File: config.mk
export PLATFORM = sky130hd
export DESIGN_NAME = websocket_frame_parser
export DESIGN_NICKNAME = d
export VERILOG_FILES = /design/src/rtl/wsfp_pkg.sv /design/src/rtl/websocket_frame_parser.sv /design/src/rtl/wsfp_parse.sv
export VERILOG_INCLUDE_DIRS = /design/src /design/src/rtl
export SDC_FILE = /design/constraint.sdc
export NUM_CORES = 1
export LEC_CHECK = 0
export ABC_AREA = 1
export BUFFER_PORTS_ARGS = -buffer_cell sky130_fd_sc_hd__buf_2
export CORE_MARGIN = 1.5
export CORE_UTILIZATION = 40
export CTS_CLUSTER_SIZE = 30
export DETAILED_ROUTE_END_ITERATION = 7
export GPL_TIMING_DRIVEN = 0
export PLACE_DENSITY = 0.69
export SLEW_MARGIN = 10
export SYNTH_ARGS = -nofsm -noshare
export SYNTH_HDL_FRONTEND = slang
export SYNTH_SLANG_ARGS = --single-unit
File: constraint.sdc
create_clock -name clk -period 3.2 [get_ports clk]
set_input_delay 0.32 -clock clk [delete_from_list [all_inputs] [get_ports clk]]
set_output_delay 0.32 -clock clk [all_outputs]
set_load 0.05 [all_outputs]
File: src/rtl/websocket_frame_parser_macros.svh
// assertion macros shared by the frame parser rtl
// expects a clock named clk and an active-low async reset named arst_n in scope
`ifndef WEBSOCKET_FRAME_PARSER_MACROS_SVH
`define WEBSOCKET_FRAME_PARSER_MACROS_SVH

// same-cycle implication, checked outside reset
`define WSFP_ASSERT_NOW(label, ante, cons, msg) \
	label: assert property (@(posedge clk) disable iff (!arst_n) (ante) |-> (cons)) \
		else $error(msg);

// next-cycle implication, checked outside reset
`define WSFP_ASSERT_NEXT(label, ante, cons, msg) \
	label: assert property (@(posedge clk) disable iff (!arst_n) (ante) |=> (cons)) \
		else $error(msg);

`endif

File: src/rtl/wsfp_pkg.sv
// shared types, codes and helpers for the websocket frame parser
// no dependencies
`default_nettype none

package wsfp_pkg;

	// parse phases
	localparam logic [2:0] PH_OPCODE = 3'd0;
	localparam logic [2:0] PH_LENGTH = 3'd1;
	localparam logic [2:0] PH_EXT_HI = 3'd2;
	localparam logic [2:0] PH_EXT_LO = 3'd3;
	localparam logic [2:0] PH_KEY    = 3'd4;
	localparam logic [2:0] PH_DATA   = 3'd5;
	localparam logic [2:0] PH_SKIP   = 3'd6;

	// opcodes of interest
	localparam logic [3:0] OPC_CLOSE = 4'd8;
	localparam logic [3:0] OPC_PING  = 4'd9;

	// length field codes
	localparam logic [6:0] LEN_EXT16 = 7'd126;
	localparam logic [6:0] LEN_EXT64 = 7'd127;

	// reply codes
	localparam logic [1:0] REPLY_NONE  = 2'd0;
	localparam logic [1:0] REPLY_PONG  = 2'd1;
	localparam logic [1:0] REPLY_CLOSE = 2'd2;

	// status codes
	localparam logic [1:0] STAT_OK    = 2'd0;
	localparam logic [1:0] STAT_CUT   = 2'd1;
	localparam logic [1:0] STAT_LEN64 = 2'd2;

	typedef struct packed {
		logic [7:0] payload_byte;
		logic       payload_valid;
		logic [3:0] frame_opcode;
		logic       frame_last;
		logic [1:0] reply_kind;
		logic [1:0] frame_status;
	} wsfp_res_t;

	function automatic logic [1:0] reply_for(input logic [3:0] opc);
		logic [1:0] r;
		r = REPLY_NONE;
		if (opc == OPC_PING)
			r = REPLY_PONG;
		else if (opc == OPC_CLOSE)
			r = REPLY_CLOSE;
		return r;
	endfunction

endpackage

`default_nettype wire

File: src/rtl/websocket_frame_parser.sv
// websocket frame parser top level: input register, parse core, result register
// depends on wsfp_pkg and wsfp_parse
//
// usage: feed received bytes on rx_byte with chunk_end high on the last byte of
// each received chunk; one frame is parsed per chunk. the parser reads the opcode
// byte, the length byte, a 16-bit extended length when the length field is 126,
// and four key bytes when the mask bit is set, then gives each payload byte
// unmasked, one result per byte. the last result of a frame has frame_last high
// and carries frame_status (ok, cut short by the chunk end, or the unsupported
// 64-bit length) and reply_kind (pong for ping, close echo for close). an empty
// frame, an early chunk end in the header or a 64-bit length gives a single
// result with payload_valid low. bytes after a complete frame give no result.
// rate: one byte per clock sustained, with in_ready staying high while the
// result register is free or being drained; a result passes the input register,
// then the result register after the combinational parse step. a byte that
// yields no result still takes its slot.
`default_nettype none

module websocket_frame_parser import wsfp_pkg::*; (
	input  wire logic       clk,
	input  wire logic       arst_n,
	// input channel
	input  wire logic       in_valid,
	output logic            in_ready,
	input  wire logic [7:0] rx_byte,
	input  wire logic       chunk_end,
	// result channel
	output logic            out_valid,
	input  wire logic       out_ready,
	output logic [7:0]      payload_byte,
	output logic            payload_valid,
	output logic [3:0]      frame_opcode,
	output logic            frame_last,
	output logic [1:0]      reply_kind,
	output logic [1:0]      frame_status
);

	// input register stage
	logic       item_valid_s1;
	logic [7:0] rx_byte_s1;
	logic       chunk_end_s1;

	// result register
	logic       out_valid_q;
	wsfp_res_t  res_q;

	logic       advance;
	logic       res_fire;
	wsfp_res_t  res;

	// the held byte is parsed when the result slot is empty or being drained
	assign advance  = item_valid_s1 && (!out_valid_q || out_ready);
	assign in_ready = !item_valid_s1 || advance;

	always_ff @(posedge clk or negedge arst_n) begin
		if (!arst_n) begin
			item_valid_s1 <= 1'b0;
		end else if (in_ready) begin
			item_valid_s1 <= in_valid;
		end
	end

	// payload, no reset needed
	always_ff @(posedge clk) begin
		if (in_valid && in_ready) begin
			rx_byte_s1   <= rx_byte;
			chunk_end_s1 <= chunk_end;
		end
	end

	wsfp_parse u_parse (
		.clk       (clk),
		.arst_n    (arst_n),
		.step      (advance),
		.rx_byte   (rx_byte_s1),
		.chunk_end (chunk_end_s1),
		.res_fire  (res_fire),
		.res       (res)
	);

	// result register: loads on a producing step, empties on transfer
	always_ff @(posedge clk or negedge arst_n) begin
		if (!arst_n) begin
			out_valid_q <= 1'b0;
		end else if (advance && res_fire) begin
			out_valid_q <= 1'b1;
		end else if (out_ready) begin
			out_valid_q <= 1'b0;
		end
	end

	always_ff @(posedge clk) begin
		if (advance && res_fire) begin
			res_q <= res;
		end
	end

	assign out_valid     = out_valid_q;
	assign payload_byte  = res_q.payload_byte;
	assign payload_valid = res_q.payload_valid;
	assign frame_opcode  = res_q.frame_opcode;
	assign frame_last    = res_q.frame_last;
	assign reply_kind    = res_q.reply_kind;
	assign frame_status  = res_q.frame_status;

endmodule

`default_nettype wire

File: src/rtl/wsfp_parse.sv
// header parse state and payload unmasking, one byte per step
// depends on wsfp_pkg and websocket_frame_parser_macros.svh
`default_nettype none
`include "websocket_frame_parser_macros.svh"

module wsfp_parse import wsfp_pkg::*; (
	input  wire logic      clk,
	input  wire logic      arst_n,
	input  wire logic      step,
	input  wire logic [7:0] rx_byte,
	input  wire logic      chunk_end,
	output logic           res_fire,
	output wsfp_res_t      res
);

	logic [2:0]       phase_q, phase_d;
	logic [3:0]       opcode_q, opcode_d;
	logic             masked_q, masked_d;
	logic [15:0]      length_q, length_d;
	logic [3:0][7:0]  key_q, key_d;
	logic [15:0]      index_q, index_d;

	logic       emit;
	logic [7:0] emit_byte;
	logic       emit_valid;
	logic       emit_last;
	logic [1:0] emit_status;
	logic       hdr_done;
	logic       cut;
	logic [7:0] unmasked;
	logic       data_last;

	assign unmasked  = masked_q ? (rx_byte ^ key_q[index_q[1:0]]) : rx_byte;
	assign data_last = ({1'b0, index_q} + 17'd1) >= {1'b0, length_q};

	always_comb begin
		phase_d     = phase_q;
		opcode_d    = opcode_q;
		masked_d    = masked_q;
		length_d    = length_q;
		key_d       = key_q;
		index_d     = index_q;
		emit        = 1'b0;
		emit_byte   = 8'h00;
		emit_valid  = 1'b0;
		emit_last   = 1'b0;
		emit_status = STAT_OK;
		hdr_done    = 1'b0;
		cut         = 1'b0;
		if (step) begin
			case (phase_q)
				PH_OPCODE: begin
					opcode_d = rx_byte[3:0];
					masked_d = 1'b0;
					length_d = 16'h0000;
					index_d  = 16'h0000;
					key_d    = '0;
					phase_d  = PH_LENGTH;
					cut      = chunk_end;
				end
				PH_LENGTH: begin
					masked_d = rx_byte[7];
					if (rx_byte[6:0] == LEN_EXT64) begin
						phase_d     = chunk_end ? PH_OPCODE : PH_SKIP;
						emit        = 1'b1;
						emit_last   = 1'b1;
						emit_status = STAT_LEN64;
					end else if (rx_byte[6:0] == LEN_EXT16) begin
						phase_d = PH_EXT_HI;
						cut     = chunk_end;
					end else begin
						length_d = {9'h000, rx_byte[6:0]};
						if (rx_byte[7]) begin
							index_d = 16'h0000;
							phase_d = PH_KEY;
							cut     = chunk_end;
						end else begin
							hdr_done = 1'b1;
						end
					end
				end
				PH_EXT_HI: begin
					length_d = {rx_byte, 8'h00};
					phase_d  = PH_EXT_LO;
					cut      = chunk_end;
				end
				PH_EXT_LO: begin
					length_d = length_q | {8'h00, rx_byte};
					if (masked_q) begin
						index_d = 16'h0000;
						phase_d = PH_KEY;
						cut     = chunk_end;
					end else begin
						hdr_done = 1'b1;
					end
				end
				PH_KEY: begin
					key_d[index_q[1:0]] = rx_byte;
					index_d = index_q + 16'd1;
					if (index_q[1:0] == 2'd3)
						hdr_done = 1'b1;
					else
						cut = chunk_end;
				end
				PH_DATA: begin
					emit       = 1'b1;
					emit_byte  = unmasked;
					emit_valid = 1'b1;
					if (data_last) begin
						phase_d   = chunk_end ? PH_OPCODE : PH_SKIP;
						emit_last = 1'b1;
					end else if (chunk_end) begin
						phase_d     = PH_OPCODE;
						emit_last   = 1'b1;
						emit_status = STAT_CUT;
					end else begin
						index_d = index_q + 16'd1;
					end
				end
				default: begin
					if (chunk_end)
						phase_d = PH_OPCODE;
				end
			endcase

			// header complete: empty frame ends here, else payload follows
			if (hdr_done) begin
				index_d = 16'h0000;
				if (length_d == 16'h0000) begin
					phase_d   = chunk_end ? PH_OPCODE : PH_SKIP;
					emit      = 1'b1;
					emit_last = 1'b1;
				end else begin
					phase_d = PH_DATA;
					cut     = chunk_end;
				end
			end

			if (cut) begin
				phase_d     = PH_OPCODE;
				emit        = 1'b1;
				emit_byte   = 8'h00;
				emit_valid  = 1'b0;
				emit_last   = 1'b1;
				emit_status = STAT_CUT;
			end
		end
	end

	always_comb begin
		res_fire           = emit;
		res.payload_byte   = emit_valid ? emit_byte : 8'h00;
		res.payload_valid  = emit_valid;
		res.frame_opcode   = opcode_d;
		res.frame_last     = emit_last;
		res.reply_kind     = (emit_last && emit_status != STAT_LEN64) ?
			reply_for(opcode_d) : REPLY_NONE;
		res.frame_status   = emit_last ? emit_status : STAT_OK;
	end

	always_ff @(posedge clk or negedge arst_n) begin
		if (!arst_n) begin
			phase_q  <= PH_OPCODE;
			opcode_q <= 4'h0;
			masked_q <= 1'b0;
			length_q <= 16'h0000;
			key_q    <= '0;
			index_q  <= 16'h0000;
		end else begin
			phase_q  <= phase_d;
			opcode_q <= opcode_d;
			masked_q <= masked_d;
			length_q <= length_d;
			key_q    <= key_d;
			index_q  <= index_d;
		end
	end

	`WSFP_ASSERT_NOW(a_status_only_last, res_fire && res.frame_status != STAT_OK, res.frame_last, "status given on a non-final result")
	`WSFP_ASSERT_NOW(a_payload_in_data, res_fire && res.payload_valid, phase_q == PH_DATA, "payload byte outside the data phase")
	`WSFP_ASSERT_NOW(a_key_index_range, phase_q == PH_KEY, index_q < 16'd4, "key index past four bytes")
	`WSFP_ASSERT_NEXT(a_chunk_end_restart, step && chunk_end, phase_q == PH_OPCODE, "chunk end did not return to opcode phase")

endmodule

`default_nettype wire
==> impl_metrics.ini, run 1 <==
[worst_setup_path]
required_ps = 3410
arrival_ps = 3650
rrSetupSlack_ps = -240
r2r-start = u_parse.index_q[1]
end_kind = flop
crit_type = reg2reg
r2r_cells = 22
startpoint_type = flop
r2r-end = u_parse.index_q[0]
cp_max_fo = 5

[status]
outcome = finished, violations left
violations = setup timing

[logic_synthesis]
async_flop_share = 0.733
synthTopCellsByArea = dfrtp_1, edfxtp_1, nand2_1, inv_1, o21ai_0
synthesis.area_mm2 = 0.00577
synth.net_count = 751
yosys_warnings = 0
syn_area_per_cell_um2 = 8.04
yosysSeqAreaShare = 0.461
synth_top_area_frac = 0.321
ys_ff_latch = 101
synth_edf_count = 27
ys_types = 38
yosysTopAreaCell = dfrtp_1
synth_flop_cell = dfrtp_1
postSynthCellCount = 718

[clock_network]
clockBufferDepth = 2
cts_tree = built
path_clk_slew_ps = 60
cts-root-buf = clkbuf_16
insertion_delay_ps = 350
cts_max_level = 3
cts_sinks = 101
cts_buffers = 9

[timing]
fin_ws_ps = -236
finalClockSkew_ps = 12.8
report.final.slew_viol_count = 0
fmax_mhz = 291
rsz0062_at_grt = yes
setup_viol_count_final = 22
whs_ps = 153
period_share = 1.07
worst_pin_slew_ps = 824
fin_crit_ps = 3440
relSlewSlack = 0.450
hold_viol_final = 0

[routing]
viasPerCell = 5.20
vias = 5073
wirelength_mm = 15.0
ant_nets = 0
routedWlPerCell_um = 15.4
firstDrtPassIters = 5
drcViolationCount = 0
drtIter0Drc = 367

[finish]
fin_util = 0.495
fill_cells = 1363
final_nets = 823
ff_latch_area_mm2 = 0.00267
drive_gt1_frac = 0.206
diodes = 0
multi_input_area_mm2 = 0.00274
synthToLayoutAreaGrowth_pct = 20.0
mostFrequentLayoutCells = nand2_1, inv_1, o21ai_0, dfrtp_1, nor2_1
final_common_cell = nand2_1

[grt]
grt_overflow = 0
grt_pass1_wl_mm = 24.4
grt_max_degree = 50
grt_pass1_vias = 4830
track_usage = 0.209
antenna_found_initial = 0

[run]
maxCapViolations = 0

[floorplan]
die_height_um = 123
start_util = 0.413
rows = 43
die_w_um = 123
ios = 33
fp.coreArea_mm2 = 0.0140
dieArea_mm2 = 0.0152

[pwr]
ir_drop_mv = 0.340
power.density_mw_per_mm2 = 827
leakagePower_uw = 0.00325

[place]
hpwl_mm = 10.9
gp_congestion = 0.911
portBuffers = 32

[min_path]
hold_depth = 1
min_to = rx_byte_s1[3]
holdCritStartpoint = rx_byte[3]
holdCritPathClass = in2reg
[Yosys cell counts (3+ instances only)]
master    instances
nand2_1         133
nor2_2            6
nor3_1           10
nor2_4            6
o22ai_1          17
a21oi_1          41
nand2_2           5
buf_2             7
edfxtp_1         27
o21ai_0          74
clkbuf_1          7
nand3_1          30
xor2_1           16
o21ai_1          14
ha_1             20
buf_1             3
nor2_1           61
clkinv_1          6
nand2_4           5
inv_1           105
nand4_1          20
inv_2            11
dfrtp_1          74
[worst max-delay path, stage by stage (launching register included)]
cell,delay (ps)
dfrtp_2,390
buf_4,120
buf_6,100
inv_6,40
nor4_4,320
nand4_1,190
inv_2,120
nand3_4,80
nor2_1,130
nand2_1,80
xor2_1,190
inv_1,100
ha_4,270
nand4_1,120
nor4_2,270
nand2_1,150
nand3_2,110
nand2_2,80
nand3_4,90
nor2_4,70
buf_4,140
inv_4,80
a21oi_2,50
[logic make-up (layout without fill, tap and decap cells)]
family,count (synthesis),after routing,synth area share
AOI/OAI and AO/OA,157,157,0.145
xor gates and xnor gates,16,16,0.0243
adders and majority gates,20,20,0.0433
buffers and inverters,141,218,0.0958
DFF,101,101,0.461
and+or+nand+nor,283,283,0.231
[what timing repair did]
item | in CTS | in global routing
hold buffers | 1 | 0
setup endpoints to repair | 22 | 40
hold endpoints to repair | 25 | 0
gates resized for setup | 25 | 31
gates cloned | 1 | 0
setup buffers | 14 | 12
pin swaps | 17 | 15
[worst max-delay path by stage]
stage                             from                   to  slack (ps)  depth (start not counted)
global route        u_parse.index_q[1]        reply_kind[1]        -440                         22
detailed placement  u_parse.index_q[0]  u_parse.index_q[14]        -640                         25
floorplan           u_parse.index_q[0]        reply_kind[0]          20                         25
global placement    u_parse.index_q[0]   u_parse.index_q[8]        -600                         25
finish              u_parse.index_q[1]   u_parse.index_q[0]        -240                         22
CTS                 u_parse.index_q[1]  u_parse.index_q[14]        -210                         25
[where the power goes]
group | internal (µW) | switching (µW) | total [µW]
clock | 606 | 472 | 1080
sequential | 1640 | 143 | 1790
combinational | 949 | 1920 | 2870
[state kept, by name, indices dropped and copies added (netlist names)]
name / cells
rx_byte_s1: 8
u_parse.index_q: 16
payload_byte: 8
u_parse.masked_q: 1
u_parse.length_q: 16
u_parse.key_q: 32
item_valid_s1: 1
u_parse.opcode_q: 4
frame_last: 1
reply_kind: 2
frame_status: 2
frame_opcode: 4
out_valid: 1
u_parse.phase_q: 3
chunk_end_s1: 1
payload_valid: 1
[layer usage]
metal	GRT usage	share of wire	vias to the layer above	wire length, µm
met5	0	0	-	0
met4	0.0697	0.018	0	269
met3	0.0406	0.045	27	682
met2	0.343	0.49	145	7330
met1	0.277	0.45	2402	6740
li1	-	-	2499	-
[cell type report]
| type | count | area share |
|---|---|---|
| plain buffers | 19 | 0.0150 |
| clock buffers | 10 | 0.0331 |
| clock inverters | 6 | 0.00885 |
| flip-flops and latches | 101 | 0.385 |
| well taps | 180 | 0.0325 |
| multi-input cells | 476 | 0.395 |
| repair buffers | 61 | 0.0629 |
| inverters | 122 | 0.0677 |
[per-stage QoR]
| stage | setup TNS, ps | cells | area [µm²] | worst slack, ps | total power (µW) |
|---|---|---|---|---|---|
| 4_1_cts | -3350 | 963 | 6700 | -214 | 5500 |
| 3_3_place_gp | -10870 | 930 | 6160 | -604 | 4220 |
| 2_1_floorplan | 0 | 718 | 5770 | 17.2 | 3600 |
| 3_5_place_dp | -11710 | 931 | 6190 | -640 | 4250 |
| 5_1_grt | -8880 | 975 | 6930 | -444 | 6130 |
| 6_report | -4300 | 975 | 6930 | -236 | 5730 |
(Power assumes the default switching activity.)
==> inputs of run 2 (changes only) <==
--- a/config.mk
+++ b/config.mk
@@ -9,11 +9,12 @@
 export ABC_AREA = 1
 export BUFFER_PORTS_ARGS = -buffer_cell sky130_fd_sc_hd__buf_2
 export CORE_MARGIN = 1.5
-export CORE_UTILIZATION = 40
+export CORE_UTILIZATION = 55
+export CTS_BUF_LIST = sky130_fd_sc_hd__clkbuf_4
 export CTS_CLUSTER_SIZE = 30
 export DETAILED_ROUTE_END_ITERATION = 7
 export GPL_TIMING_DRIVEN = 0
-export PLACE_DENSITY = 0.69
+export PLACE_DENSITY = 0.87
 export SLEW_MARGIN = 10
 export SYNTH_ARGS = -nofsm -noshare
 export SYNTH_HDL_FRONTEND = slang
==> run 2 against run 1 <==
Against the previous run: largest cell class unchanged; clock power down 44%; worst hold slack worse by 110 ps; via count up 2.1%; largest power group unchanged; highest routed layer unchanged; core utilization up 17 points; cell count down 3.6%; the run still ends with setup timing left; global-route usage up 5.6 points; clock skew up 17 ps; clock-buffer cell count unchanged; maximum frequency down 0.42%; first-iteration DRC count down 6.8%.
==> impl_metrics.ini, run 2 (same netlist as run 1, synthesis figures left out) <==
[finish]
mostFrequentLayoutCells = nand2_1, inv_1, o21ai_0, dfrtp_1, nor2_1
fin_area_mm2 = 0.00686
top_register = u_parse.key_q
ff_latch_area_mm2 = 0.00267
synthToLayoutAreaGrowth_pct = 18.9
largest_reg_flops = 32
fin_util = 0.668
drive_gt1_frac = 0.219
diodes = 0
top_regs = u_parse.key_q: 32 flops, u_parse.index_q: 16 flops, u_parse.length_q: 16 flops
multi_input_area_mm2 = 0.00281
final_common_cell = nand2_1
final_nets = 832
fill_cells = 854

[worst_setup_path]
startpoint_type = flop
required_ps = 3620
cp_max_fo = 5
r2r-start = u_parse.index_q[0]
crit_end = u_parse.index_q[4]
arrival_ps = 3870
r2r_cells = 22
r2r-end = u_parse.index_q[4]
worstSetupStartpoint = u_parse.index_q[0]
crit_type = reg2reg
rrSetupSlack_ps = -250
end_kind = flop

[timing]
hold_viol_final = 0
report.final.slew_viol_count = 0
relSlewSlack = 0.540
rsz0062_at_grt = yes
finalClockSkew_ps = 30.1
fin_crit_ps = 3450
worst_pin_slew_ps = 690
fin_ws_ps = -250
setup_viol_count_final = 22
period_share = 1.08
fmax_mhz = 290

[clock_network]
cts_buffers = 9
path_clk_slew_ps = 150
cts_sinks = 101
cts-root-buf = clkbuf_4
cts_tree = built
cts_max_level = 3
insertion_delay_ps = 490
clockBufferDepth = 2

[floorplan]
die_height_um = 105
rows = 37
fp.coreArea_mm2 = 0.0103
ios = 33
dieArea_mm2 = 0.0111
die_w_um = 105
start_util = 0.562

[pwr]
power.density_mw_per_mm2 = 763
leakagePower_uw = 0.00328
ir_drop_mv = 0.372

[routing]
drtIter0Drc = 342
ant_nets = 0
routedWlPerCell_um = 15.3
drcViolationCount = 0
vias = 5181
viasPerCell = 5.51
wirelength_mm = 14.4
firstDrtPassIters = 5

[place]
placed_area_mm2 = 0.00613
gp_congestion = 0.969
portBuffers = 32
hpwl_mm = 9.83

[grt]
grt_overflow = 0
track_usage = 0.265
antenna_found_initial = 0
grt_pass1_wl_mm = 23.1
grt_pass1_vias = 4898
grt_max_degree = 63

[run]
maxCapViolations = 0

[status]
outcome = finished, violations left
violations = setup timing

[min_path]
holdCritPathClass = in2reg
run 2: final cells by class:
cell class,count,area share
tap,136,0.0248
inverter,122,0.0687
clock inverter,6,0.00693
timing repair buffer,70,0.0747
clock buffer,10,0.0109
sequential,101,0.388
multi-input combinational,476,0.410
buffer,19,0.0157
run 2: per-stage QoR:
step / cells / power (µW) / setup WS [ps] / hold WS [ps] / TNS (ps)
after global placement: 886 / 4140 / -557 / 470 / -10080
after floorplan: 718 / 3600 / 17.2 / 24.4 / 0
final: 940 / 5230 / -250 / 43.1 / -4130
after global routing: 940 / 5590 / -485 / 49.8 / -8740
after detailed placement: 887 / 4200 / -631 / 187 / -11810
after CTS: 921 / 4970 / -210 / 5.10 / -3270
run 2: power by group:
group	internal (µW)	switching (µW)
logic	932	1920
registers	1640	141
clock network	174	432
run 2: worst min path at each step:
stage / from / to / slack [ps] / cells past startpoint
finish: in_valid / item_valid_s1 / 40 / 3
global placement: u_parse.length_q[1] / u_parse.length_q[1] / 470 / 2
global route: in_valid / item_valid_s1 / 50 / 3
CTS: rx_byte[5] / rx_byte_s1[5] / 5 / 1
detailed placement: arst_n / u_parse.index_q[4] / 190 / 1
floorplan: arst_n / item_valid_s1 / 20 / 0
run 2: critical path: stages (launching register included):
cell	delay [ps]
dfrtp_1	440
buf_4	140
buf_6	90
inv_1	90
nor4_4	220
nand4_1	190
inv_2	110
nand3_4	100
xor2_1	170
inv_1	110
ha_1	330
nand2_2	90
nor2_1	60
a211oi_2	200
o21ai_2	110
nor2_4	120
nand3_2	110
nand2_4	100
nand3_4	80
nor2_4	220
buf_6	180
nand2_1	60
o21ai_1	70
run 2: what timing repair did:
action | in CTS | in global routing
endpoints found under the setup margin | 22 | 40
hold buffers | 2 | 8
cloned | 1 | 0
setup buffers | 15 | 11
gates resized for setup | 32 | 40
hold endpoints to repair | 67 | 8
pin swaps | 19 | 8
run 2: routing by layer:
layer | global-route usage | vias to the layer above | wire length, µm
li1 | - | 2516 | -
met5 | 0 | - | 0
met1 | 0.331 | 2419 | 5930
met2 | 0.437 | 202 | 7050
met4 | 0.129 | 0 | 558
met3 | 0.0550 | 44 | 883
==> inputs of run 3 (changes only) <==
--- a/config.mk
+++ b/config.mk
@@ -15,6 +15,7 @@
 export DETAILED_ROUTE_END_ITERATION = 7
 export GPL_TIMING_DRIVEN = 0
 export PLACE_DENSITY = 0.87
+export SKIP_CTS_REPAIR_TIMING = 1
 export SLEW_MARGIN = 10
 export SYNTH_ARGS = -nofsm -noshare
 export SYNTH_HDL_FRONTEND = slang
==> run 3 against run 2 <==
Against the previous run: the flow still finishes with violations (setup timing); maximum frequency down 3.2%; first-iteration DRC count shrank 2.9%; clock skew fell by 2.4 ps; register-to-register slack got worse by 120 ps; core utilization decreased by 1.5 points; critical path depth is 3 higher; clock power shrank 0.7%; critical endpoint is now u_parse.index_q[10]; largest cell class unchanged; largest power group unchanged.
==> impl_metrics.ini, run 3 (same netlist as run 1, synthesis figures left out) <==
[floorplan]
dieArea_mm2 = 0.0111
ios = 33
die_w_um = 105
fp.coreArea_mm2 = 0.0103
die_height_um = 105
rows = 37
start_util = 0.562

[finish]
fill_cells = 873
top_register = u_parse.key_q
top_regs = u_parse.key_q: 32 flops, u_parse.index_q: 16 flops, u_parse.length_q: 16 flops
drive_gt1_frac = 0.193
fin_area_mm2 = 0.00671
synthToLayoutAreaGrowth_pct = 16.1
fin_util = 0.652
final_nets = 824
largest_reg_flops = 32
mostFrequentLayoutCells = nand2_1, inv_1, o21ai_0, dfrtp_1, nor2_1
diodes = 0
final_common_cell = nand2_1

[routing]
ant_nets = 0
drtIter0Drc = 332
vias = 5095
viasPerCell = 5.47
wirelength_mm = 13.9
drcViolationCount = 0
routedWlPerCell_um = 14.9
firstDrtPassIters = 7

[timing]
finalClockSkew_ps = 27.7
rsz0062_at_grt = yes
setup_viol_count_final = 22
fmax_mhz = 280
relSlewSlack = 0.538
worst_pin_slew_ps = 693
fin_ws_ps = -366
period_share = 1.11
hold_viol_final = 0
fin_crit_ps = 3570
report.final.slew_viol_count = 0

[grt]
grt_max_degree = 63
grt_pass1_vias = 4665
track_usage = 0.253
antenna_found_initial = 0
grt_overflow = 0
grt_pass1_wl_mm = 22.1

[worst_setup_path]
cp_slowest_cell = dfrtp_2
rrSetupSlack_ps = -370
cpPeakStageDelay_ps = 450
worstSetupStartpoint = u_parse.index_q[1]
r2r_cells = 25
r2r-start = u_parse.index_q[1]
crit_type = reg2reg
end_kind = flop
cp_num_buf_inv = 5
required_ps = 3610
cp.depth = 25
cpMostUsedCell = inv_1
crit_end = u_parse.index_q[10]
cp_max_fo = 5
startpoint_type = flop
crit_family = simple AND/OR/NAND/NOR gates
arrival_ps = 3980
r2r-end = u_parse.index_q[10]

[run]
maxCapViolations = 0

[place]
placed_area_mm2 = 0.00613
portBuffers = 32
gp_congestion = 0.969
hpwl_mm = 9.83
dp_slack_ps = -631

[status]
outcome = finished, violations left
violations = setup timing

[clock_network]
insertion_delay_ps = 480
cts_buffers = 9
cts_sinks = 101
path_clk_slew_ps = 150
clockBufferDepth = 2
cts-root-buf = clkbuf_4
cts_max_level = 3
cts_tree = built

[pwr]
leakagePower_uw = 0.00321
power.density_mw_per_mm2 = 762
ir_drop_mv = 0.367

[min_path]
holdCritPathClass = in2reg
[run 3: cell count changes in the layout (fill, tap and decap cells not counted), moves of 3 or more]
cell and change:
buf_4 -7, ha_1 +3, ha_4 -3, nand2_1 +3
nand2_2 -3, nor2_1 +3
[run 3: routing by layer]
layer,global-route usage,part of all wire,vias to the layer above
met5,0,0,-
met2,0.417,0.48,198
met1,0.322,0.41,2351
met4,0.117,0.040,0
met3,0.0501,0.063,48
li1,-,-,2498
[run 3: final cells by class]
cell class	count	area, µm²	area share
flip-flops and latches	101	2670	0.397
plain buffers	19	104	0.0155
repair buffers	62	449	0.0670
clock buffers	10	75.1	0.0112
clock inverters	6	47.5	0.00709
inverters	122	462	0.0689
well taps	136	170	0.0254
multi-input cells	476	2730	0.408
[run 3: worst min path at each step]
stage	start	end	slack (ps)	depth (start not counted)
floorplan	arst_n	item_valid_s1	20	0
global placement	u_parse.length_q[1]	u_parse.length_q[1]	470	2
detailed placement	arst_n	u_parse.index_q[4]	190	1
CTS	arst_n	u_parse.index_q[4]	-340	1
global route	in_valid	item_valid_s1	50	3
finish	in_valid	item_valid_s1	50	3
[run 3: worst min-delay path, cell delays in order]
cell and delay, ps:
buf_2 80, nand2_1 50, nand2_1 50
[run 3: stage by stage]
stage          power (µW)  hold slack, ps  setup TNS (ps)  std cells
2_1_floorplan        3600            24.4               0        718
3_3_place_gp         4140             470          -10080        886
3_5_place_dp         4200             187          -11810        887
4_1_cts              4800            -340          -12800        903
5_1_grt              5480            49.8          -12340        932
6_report             5110            50.5           -6450        932
[run 3: where the power goes]
| group | internal (µW) | switching, µW |
|---|---|---|
| logic | 853 | 1880 |
| clock network | 174 | 427 |
| registers | 1640 | 140 |
